<file path="src/sv/hsva_pkg.sv">
// ----------------------------------------------------------------------------
// hsva_pkg
// shared widths, register indexes, sector codes and fixed-point helpers
// ----------------------------------------------------------------------------
package hsva_pkg;

  localparam int PIX_W      = 8;   // one colour component
  localparam int FIX_W      = 16;  // hue, saturation, value
  localparam int NUM_W      = 11;  // sector numerator and 6 * delta
  localparam int DIV_STAGES = 4;   // register stages of the divider
  localparam int DIV_STEP   = FIX_W / DIV_STAGES;  // quotient bits per stage
  localparam int BACK_STAGES = 4;  // register stages of the back conversion
  localparam int PIPE_STAGES = 1 + DIV_STAGES + BACK_STAGES;

  localparam int CFG_IDX_W = 2;
  localparam logic [CFG_IDX_W-1:0] CFG_HUE = 2'd0;
  localparam logic [CFG_IDX_W-1:0] CFG_SAT = 2'd1;
  localparam logic [CFG_IDX_W-1:0] CFG_VAL = 2'd2;

  localparam logic [2:0] SECT_0 = 3'd0;
  localparam logic [2:0] SECT_1 = 3'd1;
  localparam logic [2:0] SECT_2 = 3'd2;
  localparam logic [2:0] SECT_3 = 3'd3;
  localparam logic [2:0] SECT_4 = 3'd4;

  localparam logic [FIX_W-1:0] ONE16 = 16'hFFFF;

  // floor(x / 65535): x = a * 65536 + b gives remainder a + b below 3 * 65535
  function automatic logic [FIX_W-1:0] div_one16(input logic [2*FIX_W-1:0] x);
    logic [FIX_W:0] s;
    logic [FIX_W:0] q;
    s = {1'b0, x[2*FIX_W-1:FIX_W]} + {1'b0, x[FIX_W-1:0]};
    q = {1'b0, x[2*FIX_W-1:FIX_W]};
    if (s >= 17'd65535) q = q + 17'd1;
    if (s >= 17'd131070) q = q + 17'd1;
    return q[FIX_W-1:0];
  endfunction

  // floor(x / 257): x = a * 257 + (b - a), one borrow when b < a
  function automatic logic [PIX_W-1:0] to_byte(input logic [FIX_W-1:0] x);
    logic [PIX_W-1:0] a;
    a = x[FIX_W-1:PIX_W];
    if (x[PIX_W-1:0] < a) a = a - 8'd1;
    return a;
  endfunction

endpackage

</file>
<file path="src/sv/hsva_if.sv">
// ----------------------------------------------------------------------------
// hsva pixel channels
// valid/ready channels for input and adjusted pixels
// ----------------------------------------------------------------------------
interface hsva_in_if;
  logic       valid;
  logic       ready;
  logic [7:0] red_in;
  logic [7:0] green_in;
  logic [7:0] blue_in;
  modport source (output valid, output red_in, output green_in, output blue_in, input ready);
  modport sink (input valid, input red_in, input green_in, input blue_in, output ready);
endinterface

interface hsva_out_if;
  logic       valid;
  logic       ready;
  logic [7:0] red_out;
  logic [7:0] green_out;
  logic [7:0] blue_out;
  modport source (output valid, output red_out, output green_out, output blue_out,
                  input ready);
  modport sink (input valid, input red_out, input green_out, input blue_out, output ready);
endinterface

</file>
<file path="src/sv/hsv_adjust_pixel.sv">
// ----------------------------------------------------------------------------
// hsv_adjust_pixel
// rgb to hsv, hue/saturation/value offsets, hsv back to rgb
// ----------------------------------------------------------------------------
// One 8-bit rgb pixel in, one adjusted rgb pixel out, in the same order. The
// block is a nine-stage pipeline: stage one finds max, min and the hue sector
// numerator, stages two to five hold two restoring dividers (saturation and
// hue, four quotient bits per stage), and stages six to nine add the offsets
// and run the hexcone back conversion, the last stage being the output
// register. A pixel can enter every clock while the output is not stalled,
// so throughput is one pixel per cycle. Each stage holds its item only while
// the stage after it is full and stalled, so empty slots are filled even
// while the output waits. Hue offset wraps around the turn, saturation and
// value offsets clip at one. Offsets are written through the cfg port and
// should only change while the pipeline is empty.
// ----------------------------------------------------------------------------
module hsv_adjust_pixel (
  input  logic                              clk,
  input  logic                              rst,
  hsva_in_if.sink                           pix_in,
  hsva_out_if.source                        pix_out,
  input  logic                              cfg_write,
  input  logic [hsva_pkg::CFG_IDX_W-1:0]    cfg_index,
  input  logic [hsva_pkg::FIX_W-1:0]        cfg_data
);
  import hsva_pkg::*;

  // offset registers
  logic [FIX_W-1:0] hue_offset, saturation_offset, value_offset;

  always_ff @(posedge clk) begin
    if (rst) begin
      hue_offset        <= '0;
      saturation_offset <= '0;
      value_offset      <= '0;
    end else if (cfg_write) begin
      case (cfg_index)
        CFG_HUE: hue_offset        <= cfg_data;
        CFG_SAT: saturation_offset <= cfg_data;
        CFG_VAL: value_offset      <= cfg_data;
        default: ;
      endcase
    end
  end

  // pipeline control: a stage loads when empty or when the next one moves
  logic [PIPE_STAGES-1:0] vld;
  logic [PIPE_STAGES-1:0] en;

  always_comb begin
    en[PIPE_STAGES-1] = !vld[PIPE_STAGES-1] || pix_out.ready;
    for (int k = PIPE_STAGES - 2; k >= 0; k--) begin
      en[k] = !vld[k] || en[k+1];
    end
  end

  always_ff @(posedge clk) begin
    if (rst) begin
      vld <= '0;
    end else begin
      if (en[0]) vld[0] <= pix_in.valid;
      for (int k = 1; k < PIPE_STAGES; k++) begin
        if (en[k]) vld[k] <= vld[k-1];
      end
    end
  end

  assign pix_in.ready  = en[0];
  assign pix_out.valid = vld[PIPE_STAGES-1];

  // stage one: max, min, delta, sector numerator and divider operands
  logic [PIX_W-1:0] r, g, b, mx, mn, d;
  logic [NUM_W-1:0] d6, n;
  logic [23:0]      sat_num;  // delta * 65535

  assign r  = pix_in.red_in;
  assign g  = pix_in.green_in;
  assign b  = pix_in.blue_in;

  always_comb begin
    mx = (r > g) ? r : g;
    if (b > mx) mx = b;
    mn = (r < g) ? r : g;
    if (b < mn) mn = b;
    d  = mx - mn;
    d6 = {1'b0, d, 2'b00} + {2'b00, d, 1'b0};
    // red wins ties over green, green over blue
    if (r == mx) begin
      if (g >= b) n = {3'b000, g - b};
      else        n = d6 + {3'b000, g} - {3'b000, b};
    end else if (g == mx) begin
      n = {2'b00, d, 1'b0} + {3'b000, b} - {3'b000, r};
    end else begin
      n = {1'b0, d, 2'b00} + {3'b000, r} - {3'b000, g};
    end
    sat_num = {d, 16'h0000} - {16'h0000, d};
  end

  logic [NUM_W-1:0] s1_sat_hi, s1_sat_den, s1_hue_hi, s1_hue_den;
  logic [FIX_W-1:0] s1_sat_lo;
  logic [FIX_W-1:0] s1_val;
  logic             s1_grey;

  always_ff @(posedge clk) begin
    if (en[0]) begin
      s1_sat_hi  <= {3'b000, sat_num[23:16]};
      s1_sat_lo  <= sat_num[15:0];
      s1_sat_den <= {3'b000, mx};
      s1_hue_hi  <= n;
      s1_hue_den <= d6;
      s1_val     <= {mx, mx};  // mx * 257
      s1_grey    <= (d == '0);
    end
  end

  // stages two to five: dividers, value and grey flag ride alongside
  logic [FIX_W-1:0] sat_q, hue_q;

  hsva_div u_div_sat (
    .clk    (clk),
    .en     (en[DIV_STAGES:1]),
    .num_hi (s1_sat_hi),
    .num_lo (s1_sat_lo),
    .den    (s1_sat_den),
    .quot   (sat_q)
  );

  hsva_div u_div_hue (
    .clk    (clk),
    .en     (en[DIV_STAGES:1]),
    .num_hi (s1_hue_hi),
    .num_lo ('0),
    .den    (s1_hue_den),
    .quot   (hue_q)
  );

  logic [FIX_W-1:0] val_d  [DIV_STAGES];
  logic             grey_d [DIV_STAGES];

  always_ff @(posedge clk) begin
    if (en[1]) begin
      val_d[0]  <= s1_val;
      grey_d[0] <= s1_grey;
    end
    for (int k = 1; k < DIV_STAGES; k++) begin
      if (en[k+1]) begin
        val_d[k]  <= val_d[k-1];
        grey_d[k] <= grey_d[k-1];
      end
    end
  end

  // grey input: saturation and hue both zero
  logic [FIX_W-1:0] sat, hue;
  assign sat = grey_d[DIV_STAGES-1] ? '0 : sat_q;
  assign hue = grey_d[DIV_STAGES-1] ? '0 : hue_q;

  // stages six to nine: offsets and back conversion
  hsva_back u_back (
    .clk               (clk),
    .en                (en[PIPE_STAGES-1:DIV_STAGES+1]),
    .hue               (hue),
    .sat               (sat),
    .val               (val_d[DIV_STAGES-1]),
    .hue_offset        (hue_offset),
    .saturation_offset (saturation_offset),
    .value_offset      (value_offset),
    .red               (pix_out.red_out),
    .green             (pix_out.green_out),
    .blue              (pix_out.blue_out)
  );

endmodule

</file>
<file path="src/sv/hsva_div.sv">
// ----------------------------------------------------------------------------
// hsva_div
// pipelined restoring divider, 16-bit quotient, four quotient bits a stage
// ----------------------------------------------------------------------------
module hsva_div (
  input  logic                              clk,
  input  logic [hsva_pkg::DIV_STAGES-1:0]   en,
  input  logic [hsva_pkg::NUM_W-1:0]        num_hi,  // must be below den
  input  logic [hsva_pkg::FIX_W-1:0]        num_lo,
  input  logic [hsva_pkg::NUM_W-1:0]        den,
  output logic [hsva_pkg::FIX_W-1:0]        quot
);
  import hsva_pkg::*;

  logic [NUM_W-1:0] rem  [DIV_STAGES];
  logic [FIX_W-1:0] word [DIV_STAGES];  // numerator bits out, quotient bits in
  logic [NUM_W-1:0] dv   [DIV_STAGES];

  for (genvar s = 0; s < DIV_STAGES; s++) begin : g_stage
    logic [NUM_W-1:0] rem_in;
    logic [FIX_W-1:0] word_in;
    logic [NUM_W-1:0] dv_in;
    logic [NUM_W-1:0] rem_next;
    logic [FIX_W-1:0] word_next;

    if (s == 0) begin : g_first
      assign rem_in  = num_hi;
      assign word_in = num_lo;
      assign dv_in   = den;
    end else begin : g_rest
      assign rem_in  = rem[s-1];
      assign word_in = word[s-1];
      assign dv_in   = dv[s-1];
    end

    always_comb begin
      logic [NUM_W:0] wide;
      rem_next  = rem_in;
      word_next = word_in;
      for (int j = 0; j < DIV_STEP; j++) begin
        wide      = {rem_next, word_next[FIX_W-1]};
        word_next = {word_next[FIX_W-2:0], 1'b0};
        if (wide >= {1'b0, dv_in}) begin
          wide         = wide - {1'b0, dv_in};
          word_next[0] = 1'b1;
        end
        rem_next = wide[NUM_W-1:0];
      end
    end

    always_ff @(posedge clk) begin
      if (en[s]) begin
        rem[s]  <= rem_next;
        word[s] <= word_next;
        dv[s]   <= dv_in;
      end
    end
  end

  assign quot = word[DIV_STAGES-1];

endmodule

</file>
<file path="src/sv/hsva_back.sv">
// ----------------------------------------------------------------------------
// hsva_back
// offset addition and hexcone back conversion to rgb, four register stages
// ----------------------------------------------------------------------------
module hsva_back (
  input  logic                               clk,
  input  logic [hsva_pkg::BACK_STAGES-1:0]   en,
  input  logic [hsva_pkg::FIX_W-1:0]         hue,
  input  logic [hsva_pkg::FIX_W-1:0]         sat,
  input  logic [hsva_pkg::FIX_W-1:0]         val,
  input  logic [hsva_pkg::FIX_W-1:0]         hue_offset,
  input  logic [hsva_pkg::FIX_W-1:0]         saturation_offset,
  input  logic [hsva_pkg::FIX_W-1:0]         value_offset,
  output logic [hsva_pkg::PIX_W-1:0]         red,
  output logic [hsva_pkg::PIX_W-1:0]         green,
  output logic [hsva_pkg::PIX_W-1:0]         blue
);
  import hsva_pkg::*;

  // stage a: offsets, sector and fraction
  logic [FIX_W-1:0] a_sv, a_vv, a_f;
  logic [2:0]       a_sect;
  logic             a_grey;
  // stage b: saturation times fraction
  logic [FIX_W-1:0] b_sv, b_vv, b_sf, b_st;
  logic [2:0]       b_sect;
  logic             b_grey;
  // stage c: value products
  logic [2*FIX_W-1:0] c_xp, c_xq, c_xt;
  logic [FIX_W-1:0]   c_vv;
  logic [2:0]         c_sect;
  logic               c_grey;

  logic [FIX_W-1:0]   hv;
  logic [FIX_W:0]     s_sum, v_sum;
  logic [FIX_W-1:0]   sv_next, vv_next;
  logic [FIX_W+2:0]   h6;
  logic [2*FIX_W-1:0] sf_full;
  logic [2*FIX_W:0]   st_full;
  logic [FIX_W-1:0]   p, q, t, ro, go, bo;

  assign hv      = hue + hue_offset;
  assign s_sum   = {1'b0, sat} + {1'b0, saturation_offset};
  assign v_sum   = {1'b0, val} + {1'b0, value_offset};
  assign sv_next = s_sum[FIX_W] ? ONE16 : s_sum[FIX_W-1:0];
  assign vv_next = v_sum[FIX_W] ? ONE16 : v_sum[FIX_W-1:0];
  assign h6      = {1'b0, hv, 2'b00} + {2'b00, hv, 1'b0};

  always_ff @(posedge clk) begin
    if (en[0]) begin
      a_sv   <= sv_next;
      a_vv   <= vv_next;
      a_f    <= h6[FIX_W-1:0];
      a_sect <= h6[FIX_W+2:FIX_W];
      a_grey <= (sv_next == '0);
    end
  end

  assign sf_full = {16'h0000, a_sv} * {16'h0000, a_f};
  assign st_full = {17'h00000, a_sv} *
                   {16'h0000, {1'b1, {FIX_W{1'b0}}} - {1'b0, a_f}};

  always_ff @(posedge clk) begin
    if (en[1]) begin
      b_sv   <= a_sv;
      b_vv   <= a_vv;
      b_sf   <= sf_full[2*FIX_W-1:FIX_W];
      b_st   <= st_full[2*FIX_W-1:FIX_W];
      b_sect <= a_sect;
      b_grey <= a_grey;
    end
  end

  always_ff @(posedge clk) begin
    if (en[2]) begin
      c_xp   <= {16'h0000, b_vv} * {16'h0000, ONE16 - b_sv};
      c_xq   <= {16'h0000, b_vv} * {16'h0000, ONE16 - b_sf};
      c_xt   <= {16'h0000, b_vv} * {16'h0000, ONE16 - b_st};
      c_vv   <= b_vv;
      c_sect <= b_sect;
      c_grey <= b_grey;
    end
  end

  assign p = div_one16(c_xp);
  assign q = div_one16(c_xq);
  assign t = div_one16(c_xt);

  always_comb begin
    if (c_grey) begin
      ro = c_vv; go = c_vv; bo = c_vv;
    end else begin
      case (c_sect)
        SECT_0:  begin ro = c_vv; go = t;    bo = p;    end
        SECT_1:  begin ro = q;    go = c_vv; bo = p;    end
        SECT_2:  begin ro = p;    go = c_vv; bo = t;    end
        SECT_3:  begin ro = p;    go = q;    bo = c_vv; end
        SECT_4:  begin ro = t;    go = p;    bo = c_vv; end
        default: begin ro = c_vv; go = p;    bo = q;    end
      endcase
    end
  end

  always_ff @(posedge clk) begin
    if (en[3]) begin
      red   <= to_byte(ro);
      green <= to_byte(go);
      blue  <= to_byte(bo);
    end
  end

endmodule

</file>
<file path="src/flat_wrapper.sv">
// flat-port wrapper written by rule: the top's interface ports become plain ports
module hsv_adjust_pixel_flat import hsva_pkg::*;
  (clk, rst, cfg_write, cfg_index, cfg_data, pix_in_valid, pix_in_red_in, pix_in_green_in, pix_in_blue_in, pix_in_ready, pix_out_valid, pix_out_red_out, pix_out_green_out, pix_out_blue_out, pix_out_ready);
  hsva_in_if pix_in_i ();
  hsva_out_if pix_out_i ();
  input  logic clk;
  input  logic rst;
  input  logic cfg_write;
  input  logic [hsva_pkg::CFG_IDX_W-1:0] cfg_index;
  input  logic [hsva_pkg::FIX_W-1:0] cfg_data;
  input wire logic [$bits(pix_in_i.valid)-1:0] pix_in_valid;
  input wire logic [$bits(pix_in_i.red_in)-1:0] pix_in_red_in;
  input wire logic [$bits(pix_in_i.green_in)-1:0] pix_in_green_in;
  input wire logic [$bits(pix_in_i.blue_in)-1:0] pix_in_blue_in;
  output wire logic [$bits(pix_in_i.ready)-1:0] pix_in_ready;
  output wire logic [$bits(pix_out_i.valid)-1:0] pix_out_valid;
  output wire logic [$bits(pix_out_i.red_out)-1:0] pix_out_red_out;
  output wire logic [$bits(pix_out_i.green_out)-1:0] pix_out_green_out;
  output wire logic [$bits(pix_out_i.blue_out)-1:0] pix_out_blue_out;
  input wire logic [$bits(pix_out_i.ready)-1:0] pix_out_ready;
  assign pix_in_i.valid = pix_in_valid;
  assign pix_in_i.red_in = pix_in_red_in;
  assign pix_in_i.green_in = pix_in_green_in;
  assign pix_in_i.blue_in = pix_in_blue_in;
  assign pix_in_ready = pix_in_i.ready;
  assign pix_out_valid = pix_out_i.valid;
  assign pix_out_red_out = pix_out_i.red_out;
  assign pix_out_green_out = pix_out_i.green_out;
  assign pix_out_blue_out = pix_out_i.blue_out;
  assign pix_out_i.ready = pix_out_ready;
  hsv_adjust_pixel u_core (.clk(clk), .rst(rst), .pix_in(pix_in_i), .pix_out(pix_out_i), .cfg_write(cfg_write), .cfg_index(cfg_index), .cfg_data(cfg_data));
endmodule
</file>
<file path="config.mk">
export PLATFORM = sky130hd
export DESIGN_NAME = hsv_adjust_pixel_flat
export DESIGN_NICKNAME = d
export VERILOG_FILES = /design/src/sv/hsva_pkg.sv /design/src/sv/hsva_if.sv /design/src/sv/hsv_adjust_pixel.sv /design/src/sv/hsva_div.sv /design/src/sv/hsva_back.sv /design/src/flat_wrapper.sv
export SDC_FILE = /design/constraint.sdc
export NUM_CORES = 2
export LEC_CHECK = 0
export BUFFER_PORTS_ARGS = -buffer_cell sky130_fd_sc_hd__buf_2
export CORE_MARGIN = 2
export CORE_UTILIZATION = 40
export CTS_CLUSTER_DIAMETER = 60
export DETAILED_ROUTE_END_ITERATION = 8
export PLACE_DENSITY_LB_ADDON = 0.08
export SETUP_SLACK_MARGIN = 0.1
export SLEW_MARGIN = 15
export SYNTH_ARGS = -nofsm -noshare
export SYNTH_HDL_FRONTEND = slang
export SYNTH_HIERARCHICAL = 1
export SYNTH_SLANG_ARGS = --single-unit
</file>
<file path="constraint.sdc">
create_clock -name clk -period 19.5 [get_ports clk]
set_input_delay 1.95 -clock clk [delete_from_list [all_inputs] [get_ports clk]]
set_output_delay 1.95 -clock clk [all_outputs]
set_load 0.1 [all_outputs]
</file>
==> out/metrics.yaml <==
holdPathEnd: "u_core/grey_d[2]$_DFFE_PP_"
post-route-period-util_pct: 57.3
layout-drive-gt1-share_pct: 6.25
ys_seq_elements: 663
coreArea_um2: 238000
layout_min_cycle_time_ps: 11180
initial_utilization_pct: 40.2
skew_ps: 85.9
critPathMaxFanout: 22
via_per_inst: 5.30
yosys.area.top_type: "fa_1"
die_height_um: 493
htree_levels: 3
post_cts_resized: 0
critPathLaunch: "u_core/u_div_hue/dv[1][0]$_DFFE_PP_"
synth_top_family_by_area: "adder cells"
path_clk_slew_ps: 60
synthMuxAreaShare_pct: 2.94
r2r_slack_ps: 8320
nFillCells: 23100
via_count: 71200
rr_worst_depth: 37
synth-main-ff-cell: "edfxtp_1"
postCtsSetupBuffers: 0
syn2layout_area_growth_pct: 7.81
wl_per_cell_um: 19.8
drt_iter0_markers: 3958
cp.arrival_ps: 11630
synth_edf_count: 606
setup_slack_ps: 8320
rows: 179
dp_slack_ps: 8110
wirelength_mm: 266
synth_compound_area_share_pct: 11.6
first_pass_iters: 5
yosys-top-cells-count: "inv_1, ha_1, fa_1"
cts_hold_buf: 0
antenna_found_initial: 22
worstPathRequired_ps: 19940
setup-violations-final: 0
hold-path-cell-count: 0
status: "finished clean"
yosys.area_share.adder_pct: 35.6
yosysMostFrequentCell: "inv_1"
startpoint_type: "register"
grt_pass1_vias: 74300
ys_warn_count: 6
path_class: "register to register"
fmax_ghz: 0.0894
rsz0062_at_grt: "false"
finalWeightedCongestion: 0.905
r2r-end: "u_core/u_div_hue/rem[2][0]$_DFFE_PP_"
synth_area_leaders: "fa_1, edfxtp_1, ha_1"
port_buffers: 72
min_path_type: "register to register"
crit_slowest_cell: "mux2i_1"
clock_sinks: 663
min-delay-start: "u_core/grey_d[1]$_DFFE_PP_"
hpwlAfterDp_mm: 208
synth_cells: 10200
cts_tree: "yes"
tns_ps: 0
fp.dieW_um: 493
fin_nets: 12300
syn_avg_cell_area_um2: 9.34
netlist_area_um2: 95500
ys_seq_area_share_pct: 20.3
ant_nets: 0
clockBufferDepth: 3
synth_top_area_share_pct: 21.3
clock_latency_ps: 790
grt_pass1_wl_mm: 423
clockRootBuffer: "clkbuf_16"
async_flop_share_pct: 0
hold_viol: 0
io_pins: 73
end_kind: "register"
worst_pin_slew_ps: 1180
track_usage_pct: 22.0
slew_headroom_pct: 20.4
rr_startpoint: "u_core/u_div_hue/dv[1][0]$_DFFE_PP_"
drcViolationCount: 0
grt_overflow: 0
synth_cell_types: 131
slowest_delay_ps: 830
grt_max_degree: 69
finalMaxSlewViolations: 0
synthSimpleGateAreaFrac_pct: 17.2
dieArea_um2: 243000
synth_xor_area_share_pct: 4.89
numCtsBuffers: 98
drv_cap: 0
[cell usage in the layout (no fill, tap or decap), types with 26 or more instances in the layout]
master	instances
dfxtp_1	57
o21a_1	75
inv_1	1510
and3_1	63
conb_1	33
a21oi_1	460
nor4_1	35
clkbuf_16	100
xor2_1	154
mux2i_1	82
a21o_1	137
a31oi_1	43
nand2b_1	520
o21ai_0	347
buf_2	72
and2_1	214
nor3_1	149
o31ai_1	47
fa_1	1018
a21boi_0	42
nor2b_1	467
or3_1	51
nand2_1	787
nand3_1	115
nand4_1	97
o21bai_1	64
mux2_2	144
edfxtp_1	606
buf_4	99
ha_1	1090
o22ai_1	26
xnor2_1	362
a211oi_1	76
nor2_1	463
o211ai_1	32
[kinds of logic (layout without fill, tap and decap cells)]
| group | count (synthesis) | count (layout) |
|---|---|---|
| AO/OA/AOI/OAI | 1670 | 1670 |
| adder cells (fa/ha/maj) | 2109 | 2109 |
| multiplexers | 252 | 252 |
| other | 1 | 38 |
| buffers and inverters | 1875 | 1882 |
| XOR/XNOR | 529 | 529 |
| AND/OR/NAND/NOR | 3121 | 3121 |
| flip-flops | 663 | 663 |
[layout make-up]
cell class,instances,area [µm²],share of cell area (%)
diodes,5,12.5,0.0122
clock buffers,109,2580,2.50
clock inverters,75,935,0.908
inverters,1527,5740,5.57
multi-input cells,7714,69200,67.3
flip-flops and latches,663,19300,18.8
well taps,3167,3960,3.85
repair buffers,171,1100,1.07
[critical path: cells and delay by family, from the launching register on]
family	cells	cell delay (ps)
DFF	1	480
adders and majority gates	5	1840
and+or+nand+nor	8	2420
buffers and inverters	1	310
AOI/OAI and AO/OA	19	4000
muxes	4	1730
[how the worst max path moves through the flow]
| stage | slack (ps) | endpoint | depth (start not counted) |
|---|---|---|---|
| floorplan | 9630 | u_core/s1_hue_hi[10]$_DFFE_PP_ | 41 |
| global placement | 8100 | u_core/s1_hue_hi[10]$_DFFE_PP_ | 42 |
| detailed placement | 8110 | u_core/s1_hue_hi[10]$_DFFE_PP_ | 42 |
| CTS | 8380 | u_core/u_div_hue/rem[2][0]$_DFFE_PP_ | 37 |
| global route | 7480 | u_core/u_div_hue/rem[2][0]$_DFFE_PP_ | 38 |
| finish | 8320 | u_core/u_div_hue/rem[2][0]$_DFFE_PP_ | 37 |
[registers in the layout, indices dropped and copies added (netlist names), 32 cells and up]
name                   flops
u_core/u_back/c_xp        32
u_core/u_back/c_xq        32
u_core/u_back/c_xt        32
u_core/u_div_hue/dv       33
u_core/u_div_hue/rem      33
u_core/u_div_hue/word     64
u_core/u_div_sat/dv       33
u_core/u_div_sat/rem      33
u_core/u_div_sat/word     64
u_core/val_d              32
[layer usage]
metal,share of wire [%],track usage [%]
met5,0.068,0
met4,2.7,5.67
met3,3.9,2.86
met2,48,37.5
met1,45,29.3
[stage by stage]
stage | std cells | utilization, % | hold WS [ps] | cell area [µm²]
detailed placement | 13200 | 41.8 | 405 | 99400
CTS | 13400 | 43.3 | 412 | 103000
finish | 13400 | 43.3 | 417 | 103000
floorplan | 10300 | - | 400 | 95600
global route | 13400 | 43.3 | 421 | 103000
global placement | 13200 | 41.8 | 401 | 99400
Power is left out: the tool's default activity adds up to more than one toggle a clock period on the data nets, which glitch-free logic cannot reach.
